$ cat src/design/xtcd_pkg.sv
package xtcd_pkg;

	localparam int RADIX_BYTES_DEF = 12;
	localparam int QUEUE_DEPTH     = 4;
	localparam int MAX_RESULTS     = 8;
	localparam logic [6:0] IDX_LO  = 7'd9;
	localparam logic [6:0] IDX_HI  = 7'd72;

	// configuration register indexes
	localparam logic [2:0] CFG_MIN_X      = 3'd0;
	localparam logic [2:0] CFG_MIN_Y      = 3'd1;
	localparam logic [2:0] CFG_MIN_Z      = 3'd2;
	localparam logic [2:0] CFG_MAX_X      = 3'd3;
	localparam logic [2:0] CFG_MAX_Y      = 3'd4;
	localparam logic [2:0] CFG_MAX_Z      = 3'd5;
	localparam logic [2:0] CFG_START_IDX  = 3'd6;
	localparam logic [2:0] CFG_ATOM_COUNT = 3'd7;

	typedef struct packed {
		logic [2:0][31:0] lo;
		logic [2:0][31:0] hi;
		logic [6:0]       start_idx;
		logic [23:0]      atom_count;
	} cfg_t;

	typedef struct packed {
		logic             ok;
		logic             radix;
		logic [6:0]       bits;
		logic [2:0][5:0]  w;
		logic [2:0][23:0] size;
	} geo_t;

	typedef struct packed {
		logic       frame_start;
		logic [7:0] data_byte;
	} in_item_t;

	function automatic logic [24:0] magic_size(input logic [6:0] idx);
		logic [24:0] m;
		case (idx)
			7'd9:  m = 25'd8;
			7'd10: m = 25'd10;
			7'd11: m = 25'd12;
			7'd12: m = 25'd16;
			7'd13: m = 25'd20;
			7'd14: m = 25'd25;
			7'd15: m = 25'd32;
			7'd16: m = 25'd40;
			7'd17: m = 25'd50;
			7'd18: m = 25'd64;
			7'd19: m = 25'd80;
			7'd20: m = 25'd101;
			7'd21: m = 25'd128;
			7'd22: m = 25'd161;
			7'd23: m = 25'd203;
			7'd24: m = 25'd256;
			7'd25: m = 25'd322;
			7'd26: m = 25'd406;
			7'd27: m = 25'd512;
			7'd28: m = 25'd645;
			7'd29: m = 25'd812;
			7'd30: m = 25'd1024;
			7'd31: m = 25'd1290;
			7'd32: m = 25'd1625;
			7'd33: m = 25'd2048;
			7'd34: m = 25'd2580;
			7'd35: m = 25'd3250;
			7'd36: m = 25'd4096;
			7'd37: m = 25'd5060;
			7'd38: m = 25'd6501;
			7'd39: m = 25'd8192;
			7'd40: m = 25'd10321;
			7'd41: m = 25'd13003;
			7'd42: m = 25'd16384;
			7'd43: m = 25'd20642;
			7'd44: m = 25'd26007;
			7'd45: m = 25'd32768;
			7'd46: m = 25'd41285;
			7'd47: m = 25'd52015;
			7'd48: m = 25'd65536;
			7'd49: m = 25'd82570;
			7'd50: m = 25'd104031;
			7'd51: m = 25'd131072;
			7'd52: m = 25'd165140;
			7'd53: m = 25'd208063;
			7'd54: m = 25'd262144;
			7'd55: m = 25'd330280;
			7'd56: m = 25'd416127;
			7'd57: m = 25'd524287;
			7'd58: m = 25'd660561;
			7'd59: m = 25'd832255;
			7'd60: m = 25'd1048576;
			7'd61: m = 25'd1321122;
			7'd62: m = 25'd1664510;
			7'd63: m = 25'd2097152;
			7'd64: m = 25'd2642245;
			7'd65: m = 25'd3329021;
			7'd66: m = 25'd4194304;
			7'd67: m = 25'd5284491;
			7'd68: m = 25'd6658042;
			7'd69: m = 25'd8388607;
			7'd70: m = 25'd10568983;
			7'd71: m = 25'd13316085;
			7'd72: m = 25'd16777216;
			default: m = 25'd0;
		endcase
		return m;
	endfunction

endpackage

$ cat src/design/xtcd_geometry.sv
module xtcd_geometry
	import xtcd_pkg::*;
(
	input  logic clk,
	input  logic arst_n,
	input  cfg_t cfg,
	input  logic restart,
	output geo_t geo
);

	typedef enum logic [2:0] {G_SIZE, G_WID, G_M1, G_M2, G_M3, G_ADD, G_SCAN, G_DONE} gstate_t;

	gstate_t          st_q;
	logic [2:0][31:0] size_q;
	logic [2:0][5:0]  w_q;
	logic [47:0]      p_q, lo_q, hi_q;
	logic [71:0]      prod_q;
	logic [6:0]       scan_q, bits_q;
	logic             radix_q;

	function automatic logic [5:0] bitlen32(input logic [31:0] v);
		logic [5:0] n;
		n = '0;
		for (int i = 0; i < 32; i++) begin
			if (v[i]) n = 6'(i + 1);
		end
		return n;
	endfunction

	always_comb begin
		geo.ok    = (st_q == G_DONE);
		geo.radix = radix_q;
		geo.bits  = bits_q;
		geo.w     = w_q;
		for (int i = 0; i < 3; i++) geo.size[i] = size_q[i][23:0];
	end

	always_ff @(posedge clk or negedge arst_n) begin
		if (!arst_n) begin
			st_q    <= G_SIZE;
			radix_q <= 1'b0;
			bits_q  <= '0;
			w_q     <= '0;
		end else if (restart) begin
			st_q <= G_SIZE;
		end else begin
			unique case (st_q)
				G_SIZE: begin
					for (int i = 0; i < 3; i++) size_q[i] <= cfg.hi[i] - cfg.lo[i] + 32'd1;
					st_q <= G_WID;
				end
				G_WID: begin
					radix_q <= 1'b0;
					bits_q  <= '0;
					if ((size_q[0][31:24] | size_q[1][31:24] | size_q[2][31:24]) != '0) begin
						for (int i = 0; i < 3; i++) w_q[i] <= bitlen32(size_q[i]);
						st_q <= G_DONE;
					end else begin
						w_q  <= '0;
						st_q <= G_M1;
					end
				end
				G_M1: begin
					p_q  <= size_q[0][23:0] * size_q[1][23:0];
					st_q <= G_M2;
				end
				G_M2: begin
					lo_q <= p_q[23:0] * size_q[2][23:0];
					st_q <= G_M3;
				end
				G_M3: begin
					hi_q <= p_q[47:24] * size_q[2][23:0];
					st_q <= G_ADD;
				end
				G_ADD: begin
					prod_q <= {hi_q, 24'd0} + {24'd0, lo_q};
					scan_q <= 7'd72;
					st_q   <= G_SCAN;
				end
				G_SCAN: begin
					// leading one search, one bit per cycle
					if (scan_q == '0 || prod_q[71]) begin
						bits_q  <= scan_q;
						radix_q <= (scan_q != '0);
						st_q    <= G_DONE;
					end else begin
						prod_q <= {prod_q[70:0], 1'b0};
						scan_q <= scan_q - 7'd1;
					end
				end
				G_DONE: st_q <= G_DONE;
				default: st_q <= G_SIZE;
			endcase
		end
	end

endmodule

$ cat config.mk
export PLATFORM = sky130hd
export DESIGN_NAME = xtcd_geometry
export DESIGN_NICKNAME = d
export VERILOG_FILES = /design/src/design/xtcd_pkg.sv /design/src/design/xtcd_geometry.sv
export SDC_FILE = /design/constraint.sdc
export NUM_CORES = 2
export LEC_CHECK = 0
export BUFFER_PORTS_ARGS = -buffer_cell sky130_fd_sc_hd__buf_2
export CAP_MARGIN = 20
export CORE_ASPECT_RATIO = 1.4
export CORE_MARGIN = 5
export CORE_UTILIZATION = 30
export DETAILED_ROUTE_END_ITERATION = 10
export GPL_TIMING_DRIVEN = 0
export SLEW_MARGIN = 20
export SYNTH_ARGS = -nofsm -noshare
export SYNTH_HDL_FRONTEND = slang
export SYNTH_SLANG_ARGS = --single-unit
$ cat constraint.sdc
create_clock -name clk -period 14.01 [get_ports clk]
set_clock_uncertainty 0.05 [all_clocks]
set_input_delay 0.7005 -clock clk [delete_from_list [all_inputs] [get_ports clk]]
set_output_delay 0.7005 -clock clk [all_outputs]
set_load 0.01 [all_outputs]
==> impl_results.md <==
* Outcome: finished with violations
* Violated checks: hold timing
* Endpoints failing hold at 8
* Clk_lat worst skew at just under 0.7 ns
* Number of CTS-inserted buffers at 45
* Gr usage total at ~19%
* Class of the worst hold path: in2async
* Post-CTS setup buffer count at 0
* Worst setup path category: reg2reg
* WL/cell at ~21 um
* Clk sinks at approximately 350
* Via density per instance at 4.80
* Register area share after synthesis at 13.4%
* Arrival time worst endpoint at 10.63 ns
* Hold_buf cts at 0
* Final HPWL DP at 219000 um
* Total count of max-transition violations in the final report at 0
* Yosys warns at 0
* Initial core utilization at between 30% and 40%
* H-tree depth at 2
* Worst path bufs/invs at 8
* Antenna Violating Nets Remaining at 0
* Area growth, synth to finish at 9.76%
* DR vias at 58000
* Net Count, Synth at 10700
* Synth cell types at 82
* Layout cells sized above 1 at 6.00%
* Most Frequent Cell on Critical Path: fa_1
* Slew @ Worst Pin at 1.32 ns
* Drc violations at 0
* Slowest-stage cell, CP: a211oi_1
* Clk pin slew, worst setup/hold paths at 0.06 ns
* Max-cap violations at 0
* WHS at -0.0149 ns
* Period utilization at 73.5%
* Max incr delay on CP at just under 0.8 ns
* Final nets at about 11000
* Max Clk Rate at 97.1 MHz
* CTS tree: done
* Stages on the worst setup path at 26
* Worst setup EP type: flop
* Final Setup Violations at 0
* Synth Register Bits at 348
* Startpoint class of the critical path: flop
* Worst rel slew slack at about an eighth
* Initial DRC Count at 3560
* Die area at 267000 sq um
* Ys async rst share at 8.33%
* Placed Cells at 12000
* Core Region at roughly 260000 sq um
* Die height at 609 um
* Synth Instances at 8340
* Synth Area per Inst at between 9 and 10 sq um
* Drt first pass iters at 6
* RSZ-0062 raised after global routing: no
* Multi-input gate area at 57700 sq um
* Post-Syn Area at a little under 80000 sq um
* Largest net degree at the start of global routing at slightly below 50
* Clock Path Buffers at 3
* # resized after CTS at 0
* # rows at 220
* Crit path max fanout at 10
* Vias in the first global route at 62800
* Placer congestion estimate at just under 1
* Worst Reg-to-Reg Cells at 26
* Delay-heaviest family, CP: adder cells
* Routed WL at 258000 um
* Number of flops mapped to enable cells by yosys at 319
* Die W at 438 um
* Fillers at roughly 27000
* Initial antenna violation count at 12
* Ports at ~330
* Global route overflow at 0
* Post-route non-filler standard cell count at around 12000
* Crit path required time at 14.35 ns
* First-pass GRT wire length at 387000 um
* Synth Flop Type: edfxtp_1
* Root Buffer: clkbuf_16
* Min Tclk post-route at ~10 ns
* Register area at approximately 10000 sq um
* Port Buffers at 292
[worst reg2reg max path: stages, from the launching register on]
cell,delay [ns]
edfxtp_1,0.40
clkbuf_1,0.56
clkbuf_1,0.63
clkbuf_1,0.73
nand2_1,0.19
fa_1,0.57
inv_1,0.05
fa_1,0.48
inv_1,0.06
fa_1,0.51
fa_1,0.52
inv_1,0.05
fa_1,0.49
fa_1,0.51
inv_1,0.06
fa_1,0.48
inv_1,0.08
ha_1,0.47
and4_1,0.36
nand4_1,0.23
a211oi_1,0.79
o21ai_2,0.33
o21ai_0,0.37
a31o_2,0.25
a41o_1,0.18
a21oi_1,0.08
xnor2_1,0.50
[cell type report]
type	instances	area share [%]
clock buffers	60	1.45
well taps	3330	4.94
repair buffers	319	2.03
multi-input cells	5700	68.4
clock inverters	24	0.365
plain buffers	457	2.39
flip-flops and latches	348	12.2
diodes	11	0.0326
inverters	1835	8.16
[cell families (layout without fill, tap and decap cells)]
family          count (synthesis)  count (layout)  synth area share [%]
simple gates                 2438            2438                  15.4
buf+inv                      2292            2695                  11.5
fa+ha+maj                    2181            2181                  49.7
compound gates                817             817                  6.92
flops                         348             348                  13.4
xor+xnor                      259             259                  2.95
mux                             5               5                0.0716
other cells                     0              11                     0
[layout by cell type, fill, tap and decap left out, drive strengths merged, types with 29 or more instances in the layout]
| cell | n |
|---|---|
| a211oi | 30 |
| a21o | 135 |
| a21oi | 250 |
| and2 | 854 |
| buf | 393 |
| clkbuf | 443 |
| dfrtp | 29 |
| edfxtp | 319 |
| fa | 1450 |
| ha | 731 |
| inv | 1843 |
| nand2 | 1116 |
| nand2b | 34 |
| nand3 | 32 |
| nand4 | 33 |
| nor2 | 225 |
| nor2b | 30 |
| nor3 | 36 |
| o21a | 46 |
| o21ai | 152 |
| o21bai | 37 |
| xnor2 | 187 |
| xor2 | 72 |
[per-stage QoR]
stage	setup WS [ns]	TNS (ns)	area [sq um]	util, %
3_5_place_dp	3.75	0	82800	32.4
2_1_floorplan	4.69	0	76900	-
4_1_cts	3.69	0	84300	33.0
6_report	3.72	0	84400	33.0
3_3_place_gp	-0.452	-47.48	82500	32.3
5_1_grt	3.56	0	84400	33.0
[worst paths after layout]
kind,end,slack (ns),from
hold / removal,bits_q[4],-0.01,arst_n
setup reg to reg,lo_q[47],3.72,geo[51]
setup / recovery,lo_q[47],3.72,geo[51]
min in group clk,geo[24],0.26,cfg[63]
hold reg to reg,geo[82],0.43,geo[82]
max in group asynchronous,geo[75],13.35,arst_n
[cell usage after synthesis, types with 30 or more instances]
cell	n	area [sq um]
inv_1	1835	6890
fa_1	1450	29000
nand2_1	1116	4190
and2_1	854	5340
ha_1	731	9150
clkbuf_1	382	1430
edfxtp_1	319	9580
a21oi_1	250	1250
nor2_1	225	845
xnor2_1	187	1640
o21ai_0	139	696
a21o_1	135	1010
buf_4	73	548
xor2_1	72	631
o21a_1	46	345
o21bai_1	37	278
nor3_1	36	180
nand2b_1	34	213
nand4_1	33	206
nand3_1	32	160
nor2b_1	30	188
[sequential cells by signal, indices dropped and copies added (netlist names)]
signal	flops
size_q	24
prod_q	72
geo	90
scan_q	7
hi_q	48
p_q	48
radix_q	1
bits_q	7
st_q	3
lo_q	48
[per-layer routing]
metal / global-route usage (%) / wire length (um)
met1: 20.9 / 90800
met2: 34.4 / 129000
met3: 3.17 / 16100
met4: 13.6 / 22600
met5: 0 / 33
Power is not shown: default switching activity piles up to over one toggle a cycle in this logic, so the estimate is an artifact.
