<file path="src/design/xtcd_pkg.sv">
package xtcd_pkg;

	localparam int RADIX_BYTES_DEF = 12;
	localparam int QUEUE_DEPTH     = 4;
	localparam int MAX_RESULTS     = 8;
	localparam logic [6:0] IDX_LO  = 7'd9;
	localparam logic [6:0] IDX_HI  = 7'd72;

	// configuration register indexes
	localparam logic [2:0] CFG_MIN_X      = 3'd0;
	localparam logic [2:0] CFG_MIN_Y      = 3'd1;
	localparam logic [2:0] CFG_MIN_Z      = 3'd2;
	localparam logic [2:0] CFG_MAX_X      = 3'd3;
	localparam logic [2:0] CFG_MAX_Y      = 3'd4;
	localparam logic [2:0] CFG_MAX_Z      = 3'd5;
	localparam logic [2:0] CFG_START_IDX  = 3'd6;
	localparam logic [2:0] CFG_ATOM_COUNT = 3'd7;

	typedef struct packed {
		logic [2:0][31:0] lo;
		logic [2:0][31:0] hi;
		logic [6:0]       start_idx;
		logic [23:0]      atom_count;
	} cfg_t;

	typedef struct packed {
		logic             ok;
		logic             radix;
		logic [6:0]       bits;
		logic [2:0][5:0]  w;
		logic [2:0][23:0] size;
	} geo_t;

	typedef struct packed {
		logic       frame_start;
		logic [7:0] data_byte;
	} in_item_t;

	function automatic logic [24:0] magic_size(input logic [6:0] idx);
		logic [24:0] m;
		case (idx)
			7'd9:  m = 25'd8;
			7'd10: m = 25'd10;
			7'd11: m = 25'd12;
			7'd12: m = 25'd16;
			7'd13: m = 25'd20;
			7'd14: m = 25'd25;
			7'd15: m = 25'd32;
			7'd16: m = 25'd40;
			7'd17: m = 25'd50;
			7'd18: m = 25'd64;
			7'd19: m = 25'd80;
			7'd20: m = 25'd101;
			7'd21: m = 25'd128;
			7'd22: m = 25'd161;
			7'd23: m = 25'd203;
			7'd24: m = 25'd256;
			7'd25: m = 25'd322;
			7'd26: m = 25'd406;
			7'd27: m = 25'd512;
			7'd28: m = 25'd645;
			7'd29: m = 25'd812;
			7'd30: m = 25'd1024;
			7'd31: m = 25'd1290;
			7'd32: m = 25'd1625;
			7'd33: m = 25'd2048;
			7'd34: m = 25'd2580;
			7'd35: m = 25'd3250;
			7'd36: m = 25'd4096;
			7'd37: m = 25'd5060;
			7'd38: m = 25'd6501;
			7'd39: m = 25'd8192;
			7'd40: m = 25'd10321;
			7'd41: m = 25'd13003;
			7'd42: m = 25'd16384;
			7'd43: m = 25'd20642;
			7'd44: m = 25'd26007;
			7'd45: m = 25'd32768;
			7'd46: m = 25'd41285;
			7'd47: m = 25'd52015;
			7'd48: m = 25'd65536;
			7'd49: m = 25'd82570;
			7'd50: m = 25'd104031;
			7'd51: m = 25'd131072;
			7'd52: m = 25'd165140;
			7'd53: m = 25'd208063;
			7'd54: m = 25'd262144;
			7'd55: m = 25'd330280;
			7'd56: m = 25'd416127;
			7'd57: m = 25'd524287;
			7'd58: m = 25'd660561;
			7'd59: m = 25'd832255;
			7'd60: m = 25'd1048576;
			7'd61: m = 25'd1321122;
			7'd62: m = 25'd1664510;
			7'd63: m = 25'd2097152;
			7'd64: m = 25'd2642245;
			7'd65: m = 25'd3329021;
			7'd66: m = 25'd4194304;
			7'd67: m = 25'd5284491;
			7'd68: m = 25'd6658042;
			7'd69: m = 25'd8388607;
			7'd70: m = 25'd10568983;
			7'd71: m = 25'd13316085;
			7'd72: m = 25'd16777216;
			default: m = 25'd0;
		endcase
		return m;
	endfunction

endpackage

</file>
<file path="src/design/xtcd_in_queue.sv">
module xtcd_in_queue
	import xtcd_pkg::*;
(
	input  logic     clk,
	input  logic     arst_n,
	input  logic     s_valid,
	output logic     s_ready,
	input  in_item_t s_item,
	output logic     q_valid,
	input  logic     q_pop,
	output in_item_t q_item
);

	localparam int PW = $clog2(QUEUE_DEPTH);

	in_item_t       mem_q [QUEUE_DEPTH];
	logic [PW-1:0]  wr_q, rd_q;
	logic [PW:0]    cnt_q;
	logic           push, pop;

	assign s_ready = (cnt_q != (PW+1)'(QUEUE_DEPTH));
	assign q_valid = (cnt_q != '0);
	assign q_item  = mem_q[rd_q];
	assign push    = s_valid && s_ready;
	assign pop     = q_pop && q_valid;

	always_ff @(posedge clk) begin
		if (push) begin
			mem_q[wr_q] <= s_item;
		end
	end

	always_ff @(posedge clk or negedge arst_n) begin
		if (!arst_n) begin
			wr_q  <= '0;
			rd_q  <= '0;
			cnt_q <= '0;
		end else begin
			if (push) wr_q <= wr_q + 1'b1;
			if (pop) rd_q <= rd_q + 1'b1;
			if (push && !pop) cnt_q <= cnt_q + 1'b1;
			else if (pop && !push) cnt_q <= cnt_q - 1'b1;
		end
	end

endmodule

</file>
<file path="config.mk">
export PLATFORM = sky130hd
export DESIGN_NAME = xtcd_in_queue
export DESIGN_NICKNAME = d
export VERILOG_FILES = /design/src/design/xtcd_pkg.sv /design/src/design/xtcd_in_queue.sv
export SDC_FILE = /design/constraint.sdc
export NUM_CORES = 1
export LEC_CHECK = 0
export BUFFER_PORTS_ARGS = -buffer_cell sky130_fd_sc_hd__buf_2
export CORE_AREA = 2 2 60 62
export DETAILED_ROUTE_END_ITERATION = 8
export DIE_AREA = 0 0 62 64
export PLACE_DENSITY = 0.74
export RECOVER_POWER = 100
export SLEW_MARGIN = 25
export SYNTH_ARGS = -nofsm -noshare
export SYNTH_HDL_FRONTEND = slang
export SYNTH_SLANG_ARGS = --single-unit
export TNS_END_PERCENT = 10
</file>
<file path="constraint.sdc">
create_clock -name clk -period 2.75 [get_ports clk]
set_clock_uncertainty 0.15 [all_clocks]
set_input_delay 0.275 -clock clk [delete_from_list [all_inputs] [get_ports clk]]
set_output_delay 0.275 -clock clk [all_outputs]
set_load 0.005 [all_outputs]
</file>
==> results of run 1 <==
placed cells by master (no fill, tap or decap):
cell type | synthesis | layout
mux4_2 | 9 | 9
or3_1 | 0 | 1
a21boi_2 | 1 | 1
dlygate4sd3_1 | 0 | 10
and2_0 | 0 | 4
clkinv_2 | 0 | 3
nand2_1 | 1 | 1
clkbuf_2 | 0 | 1
nand3_2 | 1 | 1
edfxtp_1 | 36 | 36
xor2_1 | 2 | 2
inv_1 | 3 | 3
buf_2 | 1 | 5
xnor2_1 | 4 | 4
mux2_1 | 0 | 1
clkbuf_1 | 0 | 18
mux2_2 | 1 | 1
dfrtp_1 | 7 | 7
ha_1 | 5 | 5
clkbuf_4 | 0 | 5
nand2_4 | 1 | 1
fa_1 | 1 | 1
nor2_1 | 2 | 2
sequential cells by signal (all words and copies together), names as in the netlist:
name   cells
wr_q       2
rd_q       2
mem_q     36
cnt_q      3
cells by family (layout without fill, tap and decap cells):
family / count (synthesis) / in the layout / share of synthesized area
buf+inv: 5 / 45 / 0.0159
mux: 11 / 11 / 0.132
simple gates: 10 / 10 / 0.0426
compound gates: 1 / 1 / 0.00650
fa+ha+maj: 6 / 6 / 0.0477
xor+xnor: 6 / 6 / 0.0303
flops: 43 / 43 / 0.725
layer usage:
metal | share of wire | track usage
met1 | 0.44 | 0.203
met2 | 0.51 | 0.241
met4 | 0.016 | 0.0638
met5 | 0 | 0
met3 | 0.036 | 0.0547
stage by stage:
stage | instances | hold WS [ns] | instance area (um2) | utilization | total power (W)
6_report | 168 | 0.0523 | 2010 | 0.612 | 0.00188
5_1_grt | 168 | 0.0528 | 2010 | 0.612 | 0.00202
2_1_floorplan | 82 | -0.171 | 1730 | - | 0.00144
3_3_place_gp | 150 | -0.0380 | 1900 | 0.578 | 0.00162
4_1_cts | 168 | 0.0368 | 2050 | 0.624 | 0.00196
3_5_place_dp | 150 | -0.0265 | 1900 | 0.578 | 0.00166
path summary, 6_finish.rpt:
check / from / end / slack (ns) / cells after the start
max in group asynchronous: arst_n / cnt_q[0] / 1.96 / 2
hold / removal: q_pop / rd_q[1] / 0.05 / 3
setup / recovery: rd_q[0] / q_item[1] / 0.42 / 3
min in group asynchronous: arst_n / cnt_q[1] / 0.20 / 2
setup reg to reg: cnt_q[2] / cnt_q[2] / 0.47 / 8
hold reg to reg: cnt_q[2] / cnt_q[2] / 0.40 / 1
cell type report:
class	instances	area, um2
fillers	263	1270
repair buffers	34	198
clock inverters	3	15.0
well taps	46	57.6
clock buffers	5	37.5
inverters	3	11.3
flip-flops and latches	43	1260
multi-input cells	34	435
worst max-delay path: cells and delay by family, from the launching register on:
kind / cells / cell delay (ns)
flops: 1 / 0.58
mux: 1 / 0.54
buf+inv: 2 / 0.44
what timing repair did:
item                      4_1_cts  5_1_grt
hold buffers                   10        0
setup buffers                   0        0
hold endpoints to repair       43        0
power groups by stage:
stage / clock (W) / sequential, W / combinational [W]
detailed placement: 0 / 0.00102 / 0.000635
global placement: 0 / 0.00101 / 0.000607
floorplan: 0 / 0.000951 / 0.000488
finish: 0.000291 / 0.00100 / 0.000584
global route: 0.000330 / 0.00103 / 0.000662
CTS: 0.000304 / 0.00101 / 0.000647
==> metrics, run 1 <==
Top Ports=24; H-Tree Depth=2; crit path kind=reg2out; HP Class=in2reg; final setup violation count=0; CP Max Fanout=6; worst slew pin tran=0.718 ns; Clk Latency, worst-skew pair=0.35 ns; # diodes=0; Avg Cell Area, Syn=21.1 um2; post-cts sizing count=0; Total Wirelength=~2700 um; Num CTS Buffers=5; Critical Path RT=2.33 ns; Slew HR=0.521; CTS tree=done; Post-synth ARST share=0.163; post-DP HPWL=1800 um; Max Root-Sink Buffers=2; Post-synth top cells=36 x edfxtp_1, 9 x mux4_2, 7 x dfrtp_1, 5 x ha_1; Final #Nets=140; Row Count=21; post-synth top area cell=edfxtp_1; Flop pwr share=0.533; post-synth cell types=19; Sum Neg Setup Slack=0 ns; combinational share of power=0.311; f_max=between 0.4 and 0.5 GHz; Post-Syn Area=0.00173 mm2; Startpoint Class=flip-flop; P_sw=0.000588 W; Hold Vio Cnt, Final=0; Mapped Nets=101; endpoint class of the critical path=output pin; Synth top area share=0.624; GR Overflow Total=0; pwr dens=933 mW/mm2; area grow syn2layout=16.0%; P_int=0.00129 W; antenna violations before repair=0; IO Port Bufs=23; Max-cap violations=0; worst slack, placed=~0.56 ns; ys flop type=edfxtp_1; Crit-path slowest cell=dfrtp_1; fin crit period=2.33 ns; most frequent cell after synthesis=edfxtp_1; fraction of layout cells with a size suffix above 1=0.221; Core Region=approximately 0.0033 mm2; vias per cell=between 4 and 5; RSZ-0062 raised after global routing=false; Die ar.=0.00397 mm2; Avg WL per Cell=15.9 um; RePlAce Congestion=between 0.7 and 0.8; Synth Warn #=0; CP arrival=~1.9 ns; Max IR drop VDD=0.000529 V; starting density of the core=0.528; DRC viols=0; clock power share=0.155; top cells by area, synth=edfxtp_1 62%, mux4_2 12%, dfrtp_1 10%; crit path cell chain=clkbuf_2 > mux4_2 > clkbuf_1; vias=834; max-slew violation count=0; Die Y=64 um; global-route wire length before repair=4240 um; root buf cell=clkbuf_4; clk sinks=43; status=completed; Final WS setup=around 0.42 ns; Pre-Repair DR Iteration Count=2; Final ANT Viol Nets=0; Sw Ratio=0.314; Clock Pin Slew Worst Setup and Hold Paths=0.12 ns; GRT Resource Usage Total=0.158; largest net degree at the start of global routing=14; Syn Inst Count=82; Die Width=62 um; leak pwr=0.701 nW; register area share after synthesis=0.725; vias in the first global route=857; Worst path max stage delay=between 0.5 and 0.6 ns; Post-synth EDFFs=36; drt initial violations=8; fin crit share=0.848; Yosys reg bits=43
(Power assumes the default switching activity.)
==> run 2, diff against run 1 <==
ABC_AREA = 1   (was unset)
CORE_AREA = 2 2 61 63   (was 2 2 60 62)
DIE_AREA = 0 0 63 65   (was 0 0 62 64)
PLACE_DENSITY = 0.76   (was 0.74)
clock period = 2.3 ns   (was 2.75 ns; I/O delays follow)
==> run 2 against run 1 <==
Compared with the run above: routed wire length grew 26%; cell count up 52%; hold slack improved by 0.11 ns; utilization increased by 1.4 points; first-iteration DRC count rose to 7.8 times the previous value; combinational power increased by 62%; total power rose by 29%; die area increased by 3.2%; largest power group unchanged.
==> metrics, run 2 <==
Post-synth EDFFs=36 (unchanged); area grow syn2layout=16.4%; Num CTS Buffers=5 (unchanged); Die ar.=0.00410 mm2 (+3.2%); largest net degree at the start of global routing=38 (+24); RSZ-0062 raised after global routing=false; design area=0.00219 mm2 (+8.9%); root buf cell=clkbuf_4; Top Ports=24 (unchanged); area post-placement=0.00205 mm2 (+8.3%); Synth top area share=0.575 (-0.0490); Pre-Repair DR Iteration Count=4 (+2); vias per cell=5.07 (+2.1%); worst slew pin tran=0.628 ns (-0.0901 ns); register area=0.00126 mm2 (unchanged); Clk Latency, worst-skew pair=0.35 ns (about the same); starting density of the core=0.538 (+0.0103); drt initial violations=62 (+54); Clock Pin Slew Worst Setup and Hold Paths=0.12 ns (about the same); Synth Warn #=0 (unchanged); fin crit period=2.09 ns; Final #Nets=225 (+61%); crit path kind=reg2reg; HP Class=in2async; IO Port Bufs=23 (unchanged); Total Wirelength=3350 um (+26%); most frequent cell after synthesis=nand2_1; clk sinks=43 (unchanged); Hold Vio Cnt, Final=0 (unchanged); antenna violations before repair=0 (unchanged); fraction of layout cells with a size suffix above 1=0.0821 (-0.139); max-slew violation count=0 (unchanged); f_max=0.477 GHz; Largest register FFs=36 (unchanged); Post-synth top cells=44 x nand2_1, 36 x edfxtp_1, 32 x inv_1, 18 x o211ai_1, 7 x dfrtp_1; Startpoint Class=flip-flop; leak pwr=0.931 nW (+33%); GRT Resource Usage Total=0.186 (+0.0282); Most flops, register=mem_q; pwr dens=1110 mW/mm2 (+19%); global-route wire length before repair=5550 um (+31%); vias in the first global route=1300 (+52%); Max-cap violations=0 (unchanged); biggest registers after layout=mem_q: 36 flops, cnt_q: 3 flops; Util after Layout=0.626 (+0.0142); Post-synth ARST share=0.163 (unchanged); Sum Neg Setup Slack=0 ns (unchanged); Final WS setup=0.205 ns (-0.213 ns); hold slack=0.162 ns (+0.109 ns); Critical Path RT=2.39 ns (+0.06 ns); final setup violation count=0 (unchanged); post-synth top area cell=edfxtp_1; H-Tree Depth=2 (unchanged); top cells by area, synth=edfxtp_1 57%, dfrtp_1 9.3%, nand2_1 8.8%; Slew HR=0.582 (+0.0603); Post-Syn Area=0.00188 mm2 (+8.5%); post-cts sizing count=0 (unchanged); Max Root-Sink Buffers=2 (unchanged); commonest non-fill, non-tap cell in the layout=nand2_1; Row Count=22 (+4.8%); Mapped Nets=182 (+80%); Die Width=63 um (+1.6%); post-synth cell types=17 (-2); status=completed; endpoint class of the critical path=flip-flop; Core Region=0.00350 mm2 (+6.4%); vias=1293 (+55%); Final ANT Viol Nets=0 (unchanged); Syn Inst Count=163 (+99%); Multi-input gate area=453 um2 (+4.0%); reg2reg path depth=9 (+1); Fill cells=286 (+8.7%); Die Y=65 um (+1.6%); GR Overflow Total=0 (unchanged); register area share after synthesis=0.668 (-0.0569); Avg WL per Cell=13.1 um (-17%); Avg Cell Area, Syn=11.5 um2 (-45%); Max IR drop VDD=0.000593 V (+12%); DRC viols=0 (unchanged); commonest non-fill, non-tap cells in the layout=44 x nand2_1, 36 x edfxtp_1, 32 x inv_1, 19 x clkbuf_1, 18 x o211ai_1; CTS tree=done; RePlAce Congestion=0.747 (+3.0%); # diodes=0 (unchanged); post-DP HPWL=2200 um (+22%); CP arrival=2.19 ns (+0.28 ns); fin crit share=0.911; CP Max Fanout=7 (+1); ys flop type=edfxtp_1; worst slack, placed=0.267 ns (-0.291 ns); Yosys reg bits=43 (unchanged)
-- run 2: final timing paths --
kind	start	slack (ns)	to
worst max-delay path	cnt_q[1]	0.21	cnt_q[1]
worst min-delay path	arst_n	0.16	cnt_q[2]
worst max register to register	cnt_q[1]	0.21	cnt_q[1]
worst min register to register	cnt_q[0]	0.39	cnt_q[0]
max in group asynchronous	arst_n	1.54	wr_q[1]
min in group clk	cnt_q[0]	0.39	cnt_q[0]
-- run 2: area by class of cell --
type / count / area share
Clock buffer: 6 / 0.0189
Clock inverter: 2 / 0.00571
Inverter: 34 / 0.0583
Multi-Input combinational cell: 82 / 0.207
Sequential cell: 43 / 0.574
Tap cell: 48 / 0.0274
Timing Repair Buffer: 40 / 0.109
-- run 2: critical path: stages (launching register included) --
cell     delay (ns)
dfrtp_1        0.43
inv_1          0.10
nand3_1        0.14
nand2_1        0.21
inv_1          0.08
ha_1           0.22
inv_1          0.09
fa_1           0.42
nand2_1        0.07
o21ai_0        0.08
-- run 2: kinds of logic after synthesis --
kind of cell / after synthesis / synth area share
AOI/OAI and AO/OA: 19 / 0.0745
DFF: 43 / 0.668
and+or+nand+nor: 56 / 0.120
xor gates and xnor gates: 1 / 0.00466
adders and majority gates: 6 / 0.0439
buffers and inverters: 38 / 0.0885
-- run 2: through the flow --
| step | total power, W | instances |
|---|---|---|
| floorplan | 0.00181 | 163 |
| detailed placement | 0.00212 | 235 |
| global placement | 0.00206 | 235 |
| global route | 0.00265 | 255 |
| finish | 0.00243 | 255 |
| CTS | 0.00249 | 255 |
-- run 2: timing repair --
item | CTS | global route
buffers inserted | 0 | 0
hold buffers | 12 | 0
hold endpoints to repair | 46 | 0
-- run 2: report_power, final --
group,switching (W),internal (W)
Combinational,0.000598,0.000345
Clock,0.000234,0.000118
Sequential,0.0000860,0.00105
-- run 2: per-layer routing --
| layer | global-route usage | share of wire | up-vias |
|---|---|---|---|
| met5 | 0 | 0 | - |
| li1 | - | - | 628 |
| met3 | 0.0573 | 0.044 | 7 |
| met4 | 0.100 | 0.022 | 0 |
| met1 | 0.179 | 0.39 | 624 |
| met2 | 0.351 | 0.54 | 34 |
==> run 3, diff against run 2 <==
CORE_AREA = 2 2 72 74   (was 2 2 61 63)
DIE_AREA = 0 0 74 76   (was 0 0 63 65)
GPL_TIMING_DRIVEN = 0   (was unset)
PLACE_DENSITY = unset   (was 0.76)
==> run 3 against run 2 <==
Compared with the run above: via count decreased by 8.7%; critical path depth decreased by 3; die area increased by 37%; global-route usage decreased by 5.5 points; highest routed layer unchanged; worst setup slack improved by 0.033 ns; utilization decreased by 17 points; largest power group unchanged; flip-flop and latch count unchanged; maximum frequency increased by 1.6%; combinational power increased by 3.4%.
==> metrics, run 3 (same netlist as run 2, synthesis figures left out) <==
H-Tree Depth=2 (unchanged); # diodes=0 (unchanged); design area=0.00222 mm2 (+1.6%); crit path kind=reg2out; commonest non-fill, non-tap cells in the layout=44 x nand2_1, 36 x edfxtp_1, 33 x inv_1, 18 x o211ai_1, 13 x clkbuf_1; Num CTS Buffers=5 (unchanged); IO Port Bufs=23 (unchanged); clk sinks=43 (unchanged); RSZ-0062 raised after global routing=false; vias=1180 (-8.7%); Startpoint Class=flip-flop; Final ANT Viol Nets=0 (unchanged); Max Root-Sink Buffers=2 (unchanged); Top Ports=24 (unchanged); Clock Pin Slew Worst Setup and Hold Paths=0.07 ns (-0.05 ns); Largest register FFs=36 (unchanged); Total Wirelength=3310 um (-1.3%); Sum Neg Setup Slack=0 ns (unchanged); Pre-Repair DR Iteration Count=4 (unchanged); status=completed; starting density of the core=0.383 (-0.155); RePlAce Congestion=0.715 (-4.3%); antenna violations before repair=0 (unchanged); Max-cap violations=0 (unchanged); fin crit period=2.06 ns (-0.0333 ns); Die ar.=0.00562 mm2 (+37%); pwr dens=1250 mW/mm2 (+13%); drt initial violations=64 (+3.2%); largest net degree at the start of global routing=14 (-63%); root buf cell=clkbuf_8; Core Region=0.00491 mm2 (+41%); HP Class=in2reg; Util after Layout=0.453 (-0.173); f_max=0.485 GHz (+1.6%); Slew HR=0.386 (-0.196); Final #Nets=215 (-4.4%); GRT Resource Usage Total=0.131 (-0.0545); vias per cell=4.42 (-13%); biggest registers after layout=mem_q: 36 flops, cnt_q: 3 flops; Die Width=74 um (+17%); Fill cells=475 (+66%); # Post-CTS Setup Buffers=0 (unchanged); endpoint class of the critical path=output pin; Final WS setup=0.238 ns (+0.0333 ns); commonest non-fill, non-tap cell in the layout=nand2_1; fin crit share=0.896 (-0.0145); Critical Path RT=1.92 ns (-0.47 ns); Clk Latency, worst-skew pair=0.29 ns (-0.06 ns); GR Overflow Total=0 (unchanged); CTS tree=done; vias in the first global route=1171 (-9.9%); Hold Vio Cnt, Final=0 (unchanged); CP arrival=1.68 ns (-0.51 ns); post-cts sizing count=0 (unchanged); global-route wire length before repair=5440 um (-1.9%); DRC viols=0 (unchanged); max-slew violation count=0 (unchanged); post-DP HPWL=2230 um (+1.3%); Most flops, register=mem_q; placed cells=256 (+8.9%); leak pwr=0.952 nW (+2.2%); CP Max Fanout=10 (+3); Avg WL per Cell=12.4 um (-5.7%); Row Count=26 (+18%); worst slew pin tran=0.918 ns (+0.290 ns); fraction of layout cells with a size suffix above 1=0.117 (+0.0346); worst slack, placed=0.222 ns (-0.0451 ns); area post-placement=0.00208 mm2 (+1.4%); final setup violation count=0 (unchanged); Max IR drop VDD=0.000583 V (-1.6%); Die Y=76 um (+17%); Layout Cells excl Fill=267 (+4.7%); area grow syn2layout=18.3%
==> run 3: critical path: stages (launching register included) <==
cell	delay [ns]
dfrtp_1	0.41
inv_1	0.29
clkbuf_2	0.32
nand2_1	0.08
o211ai_1	0.08
nand2_1	0.09
buf_2	0.13
==> run 3: per-stage QoR <==
step	power (W)	hold slack (ns)
2_1_floorplan	0.00181	-0.216
3_3_place_gp	0.00214	-0.0743
3_5_place_dp	0.00217	-0.0756
4_1_cts	0.00285	0.00413
5_1_grt	0.00300	0.0549
6_report	0.00278	0.0500
==> run 3: where the power goes <==
group	total, W	internal, W	switching, W	leakage, nW
Sequential	0.00113	0.00105	0.0000800	0.414
Combinational	0.000976	0.000366	0.000611	0.472
Clock	0.000677	0.000434	0.000243	0.0654
Total	0.00278	0.00185	0.000934	0.952
==> run 3: layer usage <==
layer / up-vias / GRT usage / part of all wire / wire length, um
met5: - / 0 / 0 / 0
met2: 13 / 0.216 / 0.50 / 1670
li1: 609 / - / - / -
met3: 4 / 0.0397 / 0.024 / 81
met1: 554 / 0.163 / 0.46 / 1520
met4: 0 / 0.0436 / 0.013 / 43
==> run 3: layout make-up <==
class | instances | area, um2 | share of cell area
plain buffers | 4 | 32.5 | 0.0146
inverters | 34 | 128 | 0.0574
multi-input cells | 82 | 458 | 0.206
clock inverters | 2 | 60.1 | 0.0270
repair buffers | 26 | 130 | 0.0585
well taps | 70 | 87.6 | 0.0394
clock buffers | 6 | 72.6 | 0.0326
flip-flops and latches | 43 | 1260 | 0.565
==> run 3: path summary, 6_finish.rpt <==
check | start | end | slack (ns) | cells past startpoint
setup / recovery | rd_q[0] | q_item[7] | 0.24 | 6
hold / removal | s_item[2] | mem_q[1][2] | 0.05 | 1
setup reg to reg | cnt_q[1] | cnt_q[1] | 0.27 | 9
hold reg to reg | cnt_q[2] | cnt_q[2] | 0.38 | 2
max in group asynchronous | arst_n | wr_q[1] | 1.49 | 2
min in group asynchronous | arst_n | cnt_q[1] | 0.22 | 2
==> run 3: timing repair <==
action                                  in CTS  in global routing
endpoints found under the setup margin       0                  0
endpoints found under the hold margin       14                  0
hold buffers                                 3                  0
